[src/hw/rtl/grid_box_candidate_query_macros.svh]
// ----------------------------------------------------------------------------
// Grid box candidate query assertion macros
// Shared concurrent assertion forms, clocked on clk and disabled in reset.
// ----------------------------------------------------------------------------
`ifndef GRID_BOX_CANDIDATE_QUERY_MACROS_SVH
`define GRID_BOX_CANDIDATE_QUERY_MACROS_SVH

// The consequent must hold in the same cycle as the antecedent.
`define GBQ_ASSERT_NOW(label, ante, cons, msg) \
    label: assert property (@(posedge clk) disable iff (!rst_n) (ante) |-> (cons)) \
        else $error(msg);

// The consequent must hold in the cycle after the antecedent.
`define GBQ_ASSERT_NEXT(label, ante, cons, msg) \
    label: assert property (@(posedge clk) disable iff (!rst_n) (ante) |=> (cons)) \
        else $error(msg);

`endif

[src/hw/rtl/gbq_pkg.sv]
// ----------------------------------------------------------------------------
// Grid box candidate query package
// Shared widths, operation codes and the sequencer state type.
// ----------------------------------------------------------------------------
`timescale 1ns / 1ps

package gbq_pkg;

    localparam int COORD_W = 16;
    localparam int CSIZE_W = 16;
    localparam int ID_W    = 6;
    localparam int RAW_W   = 17;
    localparam int STAMP_W = 32;
    localparam int OP_W    = 2;

    localparam logic [OP_W-1:0] OP_CLEAR  = 2'd0;
    localparam logic [OP_W-1:0] OP_INSERT = 2'd1;
    localparam logic [OP_W-1:0] OP_QUERY  = 2'd2;

    typedef enum logic [3:0] {
        ST_SWEEP,
        ST_IDLE,
        ST_DIV_GO,
        ST_DIV_WAIT,
        ST_SETUP,
        ST_CNT_RD,
        ST_CNT_WAIT,
        ST_ENT_RD,
        ST_ENT_WAIT,
        ST_STP_WAIT,
        ST_EMIT,
        ST_ENT_ADV,
        ST_NEXT,
        ST_DONE
    } gbq_state_t;

endpackage

[src/hw/rtl/gbq_div.sv]
// ----------------------------------------------------------------------------
// Grid box candidate query floor divider
// Restoring divider, one quotient bit per cycle, giving floor(coord / size).
// ----------------------------------------------------------------------------
`timescale 1ns / 1ps

module gbq_div
(
    input  logic                                clk,
    input  logic                                rst_n,
    input  logic                                start,
    input  logic signed [gbq_pkg::COORD_W-1:0]  coord,
    input  logic        [gbq_pkg::CSIZE_W-1:0]  cell_size,
    output logic                                done,
    output logic signed [gbq_pkg::RAW_W-1:0]    quot
);

    localparam int W    = gbq_pkg::COORD_W;
    localparam int CW   = $clog2(W + 1);

    logic          busy_reg, busy_next;
    logic          done_reg, done_next;
    logic [CW-1:0] step_reg, step_next;
    logic          neg_reg, neg_next;
    logic [W:0]    rem_reg, rem_next;
    logic [W-1:0]  quo_reg, quo_next;
    logic [W-1:0]  divisor;
    logic [W:0]    rem_sh;
    logic [W+1:0]  diff;

    // A zero cell size acts as one.
    assign divisor = (cell_size == '0) ? W'(1) : cell_size;

    assign rem_sh = {rem_reg[W-1:0], quo_reg[W-1]};
    assign diff   = {1'b0, rem_sh} - {2'b00, divisor};

    // For a negative coordinate, floor(c / d) equals ~(~c / d).
    always_comb
    begin
        busy_next = busy_reg;
        done_next = 1'b0;
        step_next = step_reg;
        neg_next  = neg_reg;
        rem_next  = rem_reg;
        quo_next  = quo_reg;
        if (start)
        begin
            busy_next = 1'b1;
            step_next = '0;
            neg_next  = coord[W-1];
            rem_next  = '0;
            quo_next  = coord[W-1] ? ~coord : coord;
        end
        else if (busy_reg)
        begin
            if (diff[W+1])
            begin
                rem_next = rem_sh;
                quo_next = {quo_reg[W-2:0], 1'b0};
            end
            else
            begin
                rem_next = diff[W:0];
                quo_next = {quo_reg[W-2:0], 1'b1};
            end
            step_next = step_reg + CW'(1);
            if (step_reg == CW'(W - 1))
            begin
                busy_next = 1'b0;
                done_next = 1'b1;
            end
        end
    end

    always_ff @(posedge clk or negedge rst_n)
    begin
        if (!rst_n)
        begin
            busy_reg <= 1'b0;
            done_reg <= 1'b0;
            step_reg <= '0;
        end
        else
        begin
            busy_reg <= busy_next;
            done_reg <= done_next;
            step_reg <= step_next;
        end
    end

    always_ff @(posedge clk)
    begin
        neg_reg <= neg_next;
        rem_reg <= rem_next;
        quo_reg <= quo_next;
    end

    assign done = done_reg;
    assign quot = neg_reg ? $signed(~{1'b0, quo_reg}) : $signed({1'b0, quo_reg});

endmodule
[config.mk]
export PLATFORM = sky130hd
export DESIGN_NAME = gbq_div
export DESIGN_NICKNAME = d
export VERILOG_FILES = /design/src/hw/rtl/grid_box_candidate_query_macros.svh /design/src/hw/rtl/gbq_pkg.sv /design/src/hw/rtl/gbq_div.sv
export SDC_FILE = /design/constraint.sdc
export NUM_CORES = 1
export LEC_CHECK = 0
export ABC_AREA = 1
export BUFFER_PORTS_ARGS = -buffer_cell sky130_fd_sc_hd__buf_2
export CELL_PAD_IN_SITES_DETAIL_PLACEMENT = 0
export CELL_PAD_IN_SITES_GLOBAL_PLACEMENT = 1
export CORE_UTILIZATION = 41
export DETAILED_ROUTE_END_ITERATION = 16
export GPL_ROUTABILITY_DRIVEN = 0
export PLACE_DENSITY_LB_ADDON = 0.1
export SLEW_MARGIN = 5
export SYNTH_ARGS = -nofsm -noshare
export SYNTH_HDL_FRONTEND = slang
export SYNTH_SLANG_ARGS = --single-unit
[constraint.sdc]
create_clock -name clk -period 2.3 [get_ports clk]
set_clock_uncertainty 0.1 [all_clocks]
set_input_delay 0.115 -clock clk [delete_from_list [all_inputs] [get_ports clk]]
set_output_delay 0.115 -clock clk [all_outputs]
set_load 0.01 [all_outputs]
### Word level (Yosys, flattened, before mapping)

Index checks and enable logic that the tools add are counted.

| cells by class | value |
|---|---|
| $add $sub $neg | 2 |
| multiply operators | 0 |
| divide/modulo/power cells | 0 |
| $lt $le $gt $ge | 0 |
| eq/ne operators | 1 |
| shift operators | 0 |
| muxes and demuxes | 15 |
| bitwise logic cells | 2 |
| reductions and logical operators | 2 |

Operators with widths:

| kind | count |
|---|---|
| $mux W16 | 5 |
| $sub A17 B16 Y18 | 1 |
| $mux W17 | 1 |
| $not A16 Y17 | 1 |
| $logic_not A16 Y1 | 1 |
| $not A16 Y16 | 1 |
| $mux W5 | 2 |
| $mux W1 | 7 |
| $add A5 B1 Y5 const B | 1 |
| $eq A5 B4 Y1 const B | 1 |
| $reduce_bool A2 Y1 | 1 |

| storage, ports and cells | value |
|---|---|
| register bits | 40 |
| latch bits | 0 |
| memory bits (writable) | 0 |
| memory bits (read-only) | 0 |
| input bits | 35 |
| word-level logic and storage cells | 28 |
| memories | 0 |

### Depth between registers and ports, before layout

| logic depth | value |
|---|---|
| word-level depth | 6 |
| mapped depth | 16 |
| depth with buffers taken out | 16 |

### Least setup slack after synthesis

OpenSTA, ideal clock, no wires.

| path | value |
|---|---|
| path type | input-to-reg |
| start | input cell_size[15] in the netlist's numbering |
| end | register rem_reg[12] |
| data arrival time | 1.716 ns |
| data required time | 2.087 ns |
| path slack | 0.371 ns |
| stages on the path | 16 |
| path through | inv_1 -> nand4_1 -> nor3_1 -> a41o_1 -> ha_1 -> fa_1 -> inv_1 -> nand3_1 -> nand3_1 -> nand3_1 -> nand3_1 -> nand2_1 -> nand2_1 -> nand2_1 -> nand3_1 -> nand2_1 |

| between the ends | value |
|---|---|
| cells in the longest elaborated chain, start to end | 4 |

Ends and longest elaborated chain:

| what | line | source |
|---|---|---|
| start, declared | gbq_div.sv:13 | `input logic [gbq_pkg::CSIZE_W-1:0] cell_size,` |
| $logic_not A16 Y1 | gbq_div.sv:32 | `assign divisor = (cell_size == '0) ? W'(1) : cell_size;` |
| $mux W16 * | gbq_div.sv:32 |  |
| $sub A17 B16 Y18 * | gbq_div.sv:35 | `assign diff = {1'b0, rem_sh} - {2'b00, divisor};` |
| $mux W16 * | gbq_div.sv:56 | `if (diff[W+1])` |
| end signal, assigned | gbq_div.sv:94 | `rem_reg <= rem_next;` |
| end, declared | gbq_div.sv:25 | `logic [W:0] rem_reg, rem_next;` |

Every way passes the cells marked *; elsewhere a longest branch is shown, timed or not.
A chain may end at the register's enable or synchronous reset.

### Worst setup path in the final report

| path | value |
|---|---|
| start | register quo_reg[15] |
| end | register rem_reg[12] |

| between the ends | value |
|---|---|
| cells in the longest elaborated chain, start to end | 2 |

Ends and longest elaborated chain:

| what | line | source |
|---|---|---|
| start, declared | gbq_div.sv:26 | `logic [W-1:0] quo_reg, quo_next;` |
| start signal, assigned | gbq_div.sv:95 | `quo_reg <= quo_next;` |
| $sub A17 B16 Y18 | gbq_div.sv:35 |  |
| $mux W16 | gbq_div.sv:56 |  |

Every way passes these cells.

==> results.py <==
metrics = {
    "sta": {
        "rsz0062_at_grt": "no",
        "period_needed_ps": 2074,
        "worstMarginPinSlew_ps": 449.5,
        "finalHoldViolCount": 0,
        "setup_tns_ps": 0,
        "finalMaxSlewViolations": 0,
        "max-slew-margin-rel": 0.7004,
        "setup_violations": 0,
        "max_freq_mhz": 482.2,
        "min_period_over_period": 0.9017,
    },
    "yosys": {
        "seq_area_frac_synth": 0.3160,
        "yosysMostFrequentCell": "nand2_1",
        "synth_edf_count": 17,
        "synth_compound_area_frac": 0.07822,
        "synthTopCellsByArea": "edfxtp_1 16%, nand2_1 15%, dfxtp_1 10%, inv_1 8.7%, ha_1 7.1%",
        "synth.cell_area_sq_um": 3183,
        "yosysWarnings": 0,
        "synth_flop_cell": "edfxtp_1",
        "synth-seq-cells": 40,
        "synth.distinct_cells": 35,
        "netlist_top_cells_count": "126 x nand2_1, 74 x inv_1, 44 x nand3_1, 28 x o21ai_0, 19 x xnor2_1",
        "yosysTopAreaCell": "edfxtp_1",
        "synth_fa_ha_area_frac": 0.07704,
        "synth_mux_area_frac": 0,
        "syn_nets": 501,
        "netlist_instances": 447,
        "synth.avg_cell_area_sq_um": 7.121,
        "synth_top_area_share": 0.1604,
        "synth_top_family_by_area": "simple AND/OR/NAND/NOR gates",
        "async_reset_ff_frac": 0.1750,
        "synth-simple-area-share": 0.3133,
        "synth-xor-area-share": 0.1018,
    },
    "final_layout": {
        "area_growth_pct": 17.06,
        "drive_above_1_share": 0.1683,
        "nets": 558,
        "diodes": 0,
    },
    "detailed_routing": {
        "antenna_left": 0,
        "wl_per_cell_um": 12.95,
        "via_per_inst": 4.747,
        "wl_um": 7823,
        "drt_iter0_markers": 173,
        "dr.pass1.iters": 4,
        "drc": 0,
        "via_count": 2867,
    },
    "clock_network": {
        "clock_latency_ps": 290,
        "cts.sinks": 40,
        "root_buffer": "clkbuf_8",
        "cts_made_buffers": 5,
        "clockBufferDepth": 2,
        "h-tree-depth": 2,
        "cts.repair.resized": 0,
        "tritoncts": "done",
        "path_clk_slew_ps": 80,
    },
    "worst_setup_path": {
        "crit_fanout": 3,
        "cp_cell_sequence": "inv_1 > ha_1 > fa_1 > inv_1 > nand3_1 > nand3_1 > nand3_1 > nand3_1 > nand2_1 > nand2_1 > nand2_1 > nand3_1 > nand2_1",
        "max_stage_delay_ps": 400,
        "crit_type": "reg -> reg",
        "critPathSlowestCell": "fa_1",
        "r2r_end": "rem_reg[12]",
        "end_kind": "register",
        "worst_ep_required_time_ps": 2390,
        "reg2reg_from": "quo_reg[15]",
        "worstSetupStartpointType": "register",
        "reg2reg_setup_slack_ps": 230,
        "worst_path_most_repeated_cell": "nand3_1",
        "r2r_cells": 13,
        "worst_ep_arrival_time_ps": 2160,
    },
    "power_and_ir_drop": {
        "pwr_density_cell_nw_per_um2": 910.1,
        "p_total_uw": 3391,
        "peakVddDrop_v": 0.0004112,
        "p_leak_uw": 0.001977,
    },
    "placed_design": {
        "dp_hpwl_um": 6175,
        "numPortBuffers": 52,
    },
    "hold_path": {
        "hold_path_class": "in -> async",
    },
    "run_status": {
        "status": "finished clean",
    },
    "global_route": {
        "grt_usage": 0.2023,
        "grt_max_degree": 31,
        "grt_remaining_overflow": 0,
        "antenna_found_initial": 0,
        "grt_pass1_vias": 2832,
        "grt_pass1_wl_um": 13300,
    },
    "die": {
        "core.rowCount": 31,
        "chipWidth_um": 90.11,
        "die_y_um": 90.11,
        "dieArea_sq_um": 8120,
        "ioPinCount": 53,
        "core_area_sq_um": 7370,
        "initial_core_util": 0.4319,
    },
    "job": {
        "drv_cap": 0,
    },
}
==> logic make-up (layout without fill, tap and decap cells) <==
logic type,Yosys count,count (layout)
adder cells (fa/ha/maj),19,19
XOR/XNOR,37,37
AND/OR/NAND/NOR,218,218
AO/OA/AOI/OAI,45,45
buffers and inverters,88,146
flip-flops,40,40
==> worst max-delay path: cells and delay by family (launching register included) <==
| kind | cells | cell delay [ps] |
|---|---|---|
| adders and majority gates | 2 | 640 |
| and+or+nand+nor | 9 | 670 |
| DFF | 1 | 370 |
| buffers and inverters | 2 | 180 |
==> worst max-delay path by stage <==
stage / start / to / depth (start not counted)
after global placement: cell_size[15] / rem_reg[12] / 17
after global routing: rem_reg[7] / rem_reg[0] / 11
after detailed placement: cell_size[15] / rem_reg[8] / 16
final: quo_reg[15] / rem_reg[12] / 13
after CTS: quo_reg[15] / rem_reg[12] / 13
after floorplan: cell_size[15] / rem_reg[12] / 16
==> layer usage <==
| layer | GRT usage | wire length (um) | part of all wire |
|---|---|---|---|
| met5 | 0 | 0 | 0 |
| met4 | 0.03226 | 36 | 0.0046 |
| met3 | 0.03215 | 268 | 0.034 |
| met2 | 0.3537 | 3707 | 0.47 |
| met1 | 0.2662 | 3811 | 0.49 |
==> cells in the final DEF (no fill, tap or decap), types with 6 or more instances in the layout <==
cell type	n
nor2_1	16
xnor2_1	19
nand4_1	6
edfxtp_1	17
ha_1	18
nand3_1	44
nand2_1	126
buf_2	52
dfrtp_1	7
inv_1	74
buf_4	8
dfxtp_1	16
xor2_1	18
o21ai_0	28
a21oi_1	11
==> cell type report <==
class | instances | area [sq um]
flip-flops and latches | 40 | 1006
well taps | 99 | 123.9
repair buffers | 64 | 380.4
multi-input cells | 319 | 1815
fillers | 768 | 3643
inverters | 74 | 277.8
clock buffers | 8 | 122.6
==> metrics by stage <==
| step | util | worst slack (ps) | cell area, sq um | hold slack (ps) | instances |
|---|---|---|---|---|---|
| after floorplan | - | 370.8 | 3183 | -280.6 | 447 |
| after global placement | 0.4862 | 101.0 | 3583 | -143.3 | 594 |
| after detailed placement | 0.4862 | 54.25 | 3583 | -145.0 | 594 |
| after CTS | 0.5056 | 229.1 | 3726 | 69.38 | 604 |
| after global routing | 0.5056 | 37.70 | 3726 | 67.49 | 604 |
| final | 0.5056 | 226.1 | 3726 | 68.05 | 604 |
==> power by group <==
| group | internal [uW] | switching, uW |
|---|---|---|
| clock | 346 | 248 |
| combinational | 718 | 1060 |
| sequential | 899 | 121 |
==> repair_timing <==
action                                 in CTS  in global routing
hold buffers                                2                  0
endpoints found under the hold margin       9                  0
buffers inserted                            0                  0
Note: power is estimated with default switching activity, not from simulation.
